**src/hdl/esc_tlm_pkg.sv**
```systemverilog
// Shared constants and CRC-8 helper for the ESC telemetry frame receiver.
package esc_tlm_pkg;

   localparam int unsigned PayloadLen = 9;
   localparam int unsigned PosWidth   = 4;
   localparam logic [7:0]  CrcPoly    = 8'h07;
   localparam logic [7:0]  CrcMsb     = 8'h80;

   typedef logic [PosWidth-1:0] pos_type;
   typedef logic [7:0]          byte_type;

   // CRC-8, MSB first, one data byte folded in
   function automatic byte_type crc_fold(input byte_type crc, input byte_type data);
      byte_type c;
      c = crc ^ data;
      for (int k = 0; k < 8; k++) begin
         if ((c & CrcMsb) != 8'h00) begin
            c = {c[6:0], 1'b0} ^ CrcPoly;
         end else begin
            c = {c[6:0], 1'b0};
         end
      end
      return c;
   endfunction

endpackage

```
**src/hdl/esc_telemetry_frame_receiver.sv**
```systemverilog
// Top level: ESC telemetry frame receiver with CRC-8 check and field decode.
//
// Accepts a fixed 10-byte telemetry frame, one UART byte per cycle while not
// stalled. Bytes 0..8 are captured and folded into a CRC-8 (poly 0x07, init
// 0, MSB first); byte 9 is compared with that CRC and yields one result item
// with rsp_crc_good and the decoded big-endian fields (fields read zero when
// the CRC fails). The CRC update is a single 8-step fold between the state
// registers. The result waits in an output register; payload bytes keep
// flowing while it waits, and only a check byte stalls until the previous
// result has been taken.
module esc_telemetry_frame_receiver (
   input  logic        clock,
   input  logic        reset,
   input  logic        req_valid,
   output logic        req_ready,
   input  logic [7:0]  req_rx_byte,
   output logic        rsp_valid,
   input  logic        rsp_ready,
   output logic        rsp_crc_good,
   output logic [7:0]  rsp_temperature,
   output logic [15:0] rsp_voltage,
   output logic [15:0] rsp_current,
   output logic [15:0] rsp_consumption,
   output logic [15:0] rsp_erpm
);

   esc_tlm_pkg::pos_type  pos_ff, pos_in;
   esc_tlm_pkg::byte_type crc_ff, crc_in;
   esc_tlm_pkg::byte_type payload_ff [esc_tlm_pkg::PayloadLen];

   logic        rsp_valid_ff, rsp_valid_in;
   logic        good_ff, good_in;
   logic [7:0]  temp_ff, temp_in;
   logic [15:0] volt_ff, volt_in;
   logic [15:0] curr_ff, curr_in;
   logic [15:0] cons_ff, cons_in;
   logic [15:0] erpm_ff, erpm_in;

   logic is_check;
   logic accept;
   logic match;

   assign is_check  = (pos_ff >= esc_tlm_pkg::pos_type'(esc_tlm_pkg::PayloadLen));
   assign req_ready = !is_check || !rsp_valid_ff || rsp_ready;
   assign accept    = req_valid && req_ready;
   assign match     = (crc_ff == req_rx_byte);

   always_comb begin
      pos_in       = pos_ff;
      crc_in       = crc_ff;
      rsp_valid_in = rsp_valid_ff && !rsp_ready;
      good_in      = good_ff;
      temp_in      = temp_ff;
      volt_in      = volt_ff;
      curr_in      = curr_ff;
      cons_in      = cons_ff;
      erpm_in      = erpm_ff;
      if (accept) begin
         if (!is_check) begin
            pos_in = pos_ff + esc_tlm_pkg::pos_type'(1);
            crc_in = esc_tlm_pkg::crc_fold(crc_ff, req_rx_byte);
         end else begin
            pos_in       = '0;
            crc_in       = '0;
            rsp_valid_in = 1'b1;
            good_in      = match;
            temp_in      = match ? payload_ff[0] : 8'h00;
            volt_in      = match ? {payload_ff[1], payload_ff[2]} : 16'h0000;
            curr_in      = match ? {payload_ff[3], payload_ff[4]} : 16'h0000;
            cons_in      = match ? {payload_ff[5], payload_ff[6]} : 16'h0000;
            erpm_in      = match ? {payload_ff[7], payload_ff[8]} : 16'h0000;
         end
      end
   end

   always_ff @(posedge clock) begin
      if (reset) begin
         pos_ff       <= '0;
         crc_ff       <= '0;
         rsp_valid_ff <= 1'b0;
      end else begin
         pos_ff       <= pos_in;
         crc_ff       <= crc_in;
         rsp_valid_ff <= rsp_valid_in;
      end
   end

   always_ff @(posedge clock) begin
      good_ff <= good_in;
      temp_ff <= temp_in;
      volt_ff <= volt_in;
      curr_ff <= curr_in;
      cons_ff <= cons_in;
      erpm_ff <= erpm_in;
   end

   // payload capture, one fixed register per payload position
   for (genvar i = 0; i < esc_tlm_pkg::PayloadLen; i++) begin : g_payload
      always_ff @(posedge clock) begin
         if (accept && (pos_ff == esc_tlm_pkg::pos_type'(i))) begin
            payload_ff[i] <= req_rx_byte;
         end
      end
   end

   assign rsp_valid       = rsp_valid_ff;
   assign rsp_crc_good    = good_ff;
   assign rsp_temperature = temp_ff;
   assign rsp_voltage     = volt_ff;
   assign rsp_current     = curr_ff;
   assign rsp_consumption = cons_ff;
   assign rsp_erpm        = erpm_ff;

endmodule
```
**config.mk**
```make
export PLATFORM = sky130hd
export DESIGN_NAME = esc_telemetry_frame_receiver
export DESIGN_NICKNAME = d
export VERILOG_FILES = /design/src/hdl/esc_tlm_pkg.sv /design/src/hdl/esc_telemetry_frame_receiver.sv
export SDC_FILE = /design/constraint.sdc
export NUM_CORES = 1
export LEC_CHECK = 0
export BUFFER_PORTS_ARGS = -buffer_cell sky130_fd_sc_hd__clkbuf_2
export CORE_MARGIN = 4
export CORE_UTILIZATION = 50
export CTS_CLUSTER_SIZE = 10
export DETAILED_ROUTE_END_ITERATION = 10
export MAX_ROUTING_LAYER = met4
export PLACE_DENSITY = 0.71
export SETUP_SLACK_MARGIN = 0.1
export SYNTH_ARGS = -nofsm -noshare
export SYNTH_HDL_FRONTEND = slang
export SYNTH_SLANG_ARGS = --single-unit
```
**constraint.sdc**
```tcl
create_clock -name clock -period 12.4 [get_ports clock]
set_input_delay 1.86 -clock clock [delete_from_list [all_inputs] [get_ports clock]]
set_output_delay 1.86 -clock clock [all_outputs]
set_load 0.02 [all_outputs]
```
==> impl_metrics.csv <==
group,metric,value,unit
detailed_routing,drt_iter0_markers,171,
clocking,cts_made_buffers,17,
setup_path,cp-start-kind,"input pin",
sta,maxClockFrequency,0.222,GHz
pwr,leakage,0.00277,uW
setup_path,critical_path_arrival,2.64,ns
detailed_routing,drc,0,
setup_path,worstReg2RegEnd,"payload_ff[8][5]",
yosys,synth_top_family_by_area,"simple AND/OR/NAND/NOR gates",
clocking,clk_pin_slew,0.06,ns
detailed_routing,vias_per_cell,4.97,
finish,fin_cells,584,
place,placed_cells,551,
flow_run,cap_viol_max_count,0,
place,io_buffers,86,
setup_path,critical_path.cell_chain,"clkbuf_2, nor2b_1, nand3_1, clkbuf_2",
setup_path,crit_top_cell,"clkbuf_2",
setup_path,crit_slowest_cell,"nor2b_1",
clocking,htree_levels,4,
sta,tightest_slew,1.14,ns
clocking,ctsResizeCount,0,
die,die_w,116,um
sta,tns,0,ns
setup_path,rr_worst_depth,5,
setup_path,crit-reg2reg-launch,"pos_ff[0]",
setup_path,critPathRequiredTime,10.54,ns
clocking,cts_tree,"yes",
yosys,synth_area,0.00582,mm2
yosys,synth_nets,350,
place,place.gp.congestion,0.791,
clocking,root_buffer,"clkbuf_16",
worst_hold_path,hp-start,"crc_ff[6]",
finish,fillers,871,
yosys,synth.distinct_cells,30,
worst_hold_path,worstHoldPathType,"reg2reg",
detailed_routing,totalWireLength,10000,um
clocking,cts_sinks,158,
finish,drive_above_1_share,0.270,
worst_hold_path,min_to,"crc_ff[6]",
setup_path,cp-end-kind,"primary output",
sta,setup_viol,0,
sta,post-route-period-util,0.363,
yosys,post_synth_fa_ha_maj_area_fraction,0.0150,
die,pin_count,87,
yosys,avgSynthCellArea,17.6,um2
place,placed_area,0.00641,mm2
detailed_routing,antenna_left,0,
global_routing,antenna_found_initial,0,
yosys,synth-warning-count,0,
global_routing,grt_pass1_wl,15000,um
detailed_routing,dr.pass1.iters,4,
global_routing,grt_overflow,0,
die,start_util,0.510,
finish,multiInputGateArea,0.00115,mm2
clocking,clockBufferDepth,2,
global_routing,grt_pass1_vias,2706,
yosys,synthMuxAreaShare,0.00344,
pwr,peakVddDrop,0.000104,V
status,outcome,"completed",
yosys,synth-simple-area-share,0.113,
setup_path,cpPeakStageDelay,0.34,ns
sta,slew-limit-headroom,0.236,
clocking,post-cts-setup-buffer-count,0,
finish,nets,447,
yosys,synth_compound_area_frac,0.0213,
die,std_cell_rows,39,
sta,finalMaxSlewViolations,0,
sta,holdWs,0.502,ns
yosys,synth_xor_area_frac,0.0411,
yosys,yosysSeqAreaShare,0.793,
global_routing,grt.total_usage,0.161,
global_routing,grt_max_degree,74,
sta,clock_skew,0.00914,ns
detailed_routing,vias,2900,
sta,final_hold_viol_count,0,
pwr,power.density,176,mW/mm2
sta,rsz0062_at_grt,"false",
finish,regArea,0.00461,mm2
place,place_hpwl,6100,um
setup_path,criticalPathCategory,"in2out",
finish,syn2layout_area_growth,20.0,%
clocking,clkLatencyLatePin,0.41,ns
die,die_height,116,um
die,coreArea,0.0114,mm2
yosys,synthCells,331,
detailed_routing,post_drt_wl_per_cell,17.1,um
setup_path,reg2reg_setup_slack,9.90,ns
yosys,ys_ff_latch,158,
sta,fin_crit,4.50,ns
worst_hold_path,holdPathStages,1,
clocking,hold_buffers,0,
finish,final_area,0.00698,mm2
setup_path,path_max_fanout,5,
die,die_area,0.0134,mm2
finish,antenna_cells,0,
## per-stage QoR
step / power, uW / util / setup slack, ns
2_1_floorplan: 713 / - / 6.87
3_3_place_gp: 733 / 0.561 / 7.95
3_5_place_dp: 737 / 0.561 / 7.90
4_1_cts: 1240 / 0.611 / 7.89
5_1_grt: 1270 / 0.612 / 7.82
6_report: 1230 / 0.612 / 7.90
## kinds of logic after synthesis
group,after synthesis
flip-flops,158
buffers and inverters,16
adder cells (fa/ha/maj),7
multiplexers,2
AO/OA/AOI/OAI,17
AND/OR/NAND/NOR,112
XOR/XNOR,19
## cell usage in the layout (no fill, tap or decap), drive strengths merged
cell and count:
edfxtp 145, clkbuf 110, and2 72, dfxtp 13, nor2 12, xnor2 11
ha 7, nand3 6, a21oi 6, nand2 5, inv 4, nor3 4
a22oi 4, clkinv 4, buf 4, xor2 3, nand3b 3, nand2b 3
xor3 3, bufinv 3, or3b 3, nand4 2, mux2i 2, a31oi 2
a22o 2, xnor3 2, nor2b 1, or2b 1, a31o 1, o21ai 1
a211oi 1, clkinvlp 1
## worst max-delay path, delay by kind of cell
family / cells / cell delay (ns)
buffers and inverters: 2 / 0.27
and+or+nand+nor: 2 / 0.50
## cell usage after synthesis
cell	n	area share
dfxtp_1	13	0.045
nand2b_1	3	0.0032
xnor2_1	11	0.017
xor2_1	3	0.0045
nand3_1	6	0.0052
nor2_1	12	0.0077
nand2_1	5	0.0032
clkbuf_1	10	0.0064
nand4_1	2	0.0021
a31o_1	1	0.0015
xnor3_1	2	0.0077
mux2i_1	2	0.0034
buf_6	2	0.0039
a211oi_4	1	0.0034
or3b_4	1	0.0019
a21oi_1	6	0.0052
edfxtp_1	145	0.75
nor3_1	4	0.0034
and2_1	72	0.077
inv_1	4	0.0026
nand3b_1	3	0.0039
a31oi_1	2	0.0021
or2b_1	1	0.0013
ha_1	7	0.015
or3b_1	2	0.0030
a22o_1	2	0.0030
nor2b_1	1	0.0011
a22oi_1	4	0.0052
xor3_1	3	0.012
o21ai_0	1	0.00086
## worst max-delay path by stage
stage | from | endpoint | depth (start not counted)
finish | rsp_ready | req_ready | 4
global route | rsp_ready | req_ready | 4
CTS | rsp_ready | req_ready | 4
detailed placement | rsp_ready | req_ready | 4
global placement | rsp_ready | req_ready | 4
floorplan | req_valid | rsp_consumption[0] | 2
## flip-flops by register name (all words and copies together), names as in the netlist
name / flops
rsp_current: 16
pos_ff: 4
crc_ff: 8
rsp_voltage: 16
rsp_valid: 1
rsp_consumption: 16
rsp_crc_good: 1
rsp_temperature: 8
rsp_erpm: 16
payload_ff: 72
## per-layer routing
layer | vias up | part of all wire | routed length, um | track usage
met5 | - | 0 | 0 | -
met4 | 0 | 0.013 | 134 | 0.0557
met3 | 12 | 0.064 | 637 | 0.0533
met2 | 86 | 0.51 | 5130 | 0.254
met1 | 1407 | 0.41 | 4100 | 0.198
li1 | 1395 | - | - | -
## layout make-up
class	instances	area share
clock inverters	8	0.0168
flip-flops and latches	158	0.661
inverters	4	0.00215
well taps	143	0.0256
clock buffers	24	0.0647
multi-input cells	157	0.164
repair buffers	90	0.0659
## power breakdown
part	internal [uW]	leakage, uW	switching [uW]
Sequential	595	0.00158	11.0
Combinational	65.0	0.000915	56.0
Clock	315	0.000276	188
Total	975	0.00277	255
No activity file was read; power rests on OpenSTA's default activity.
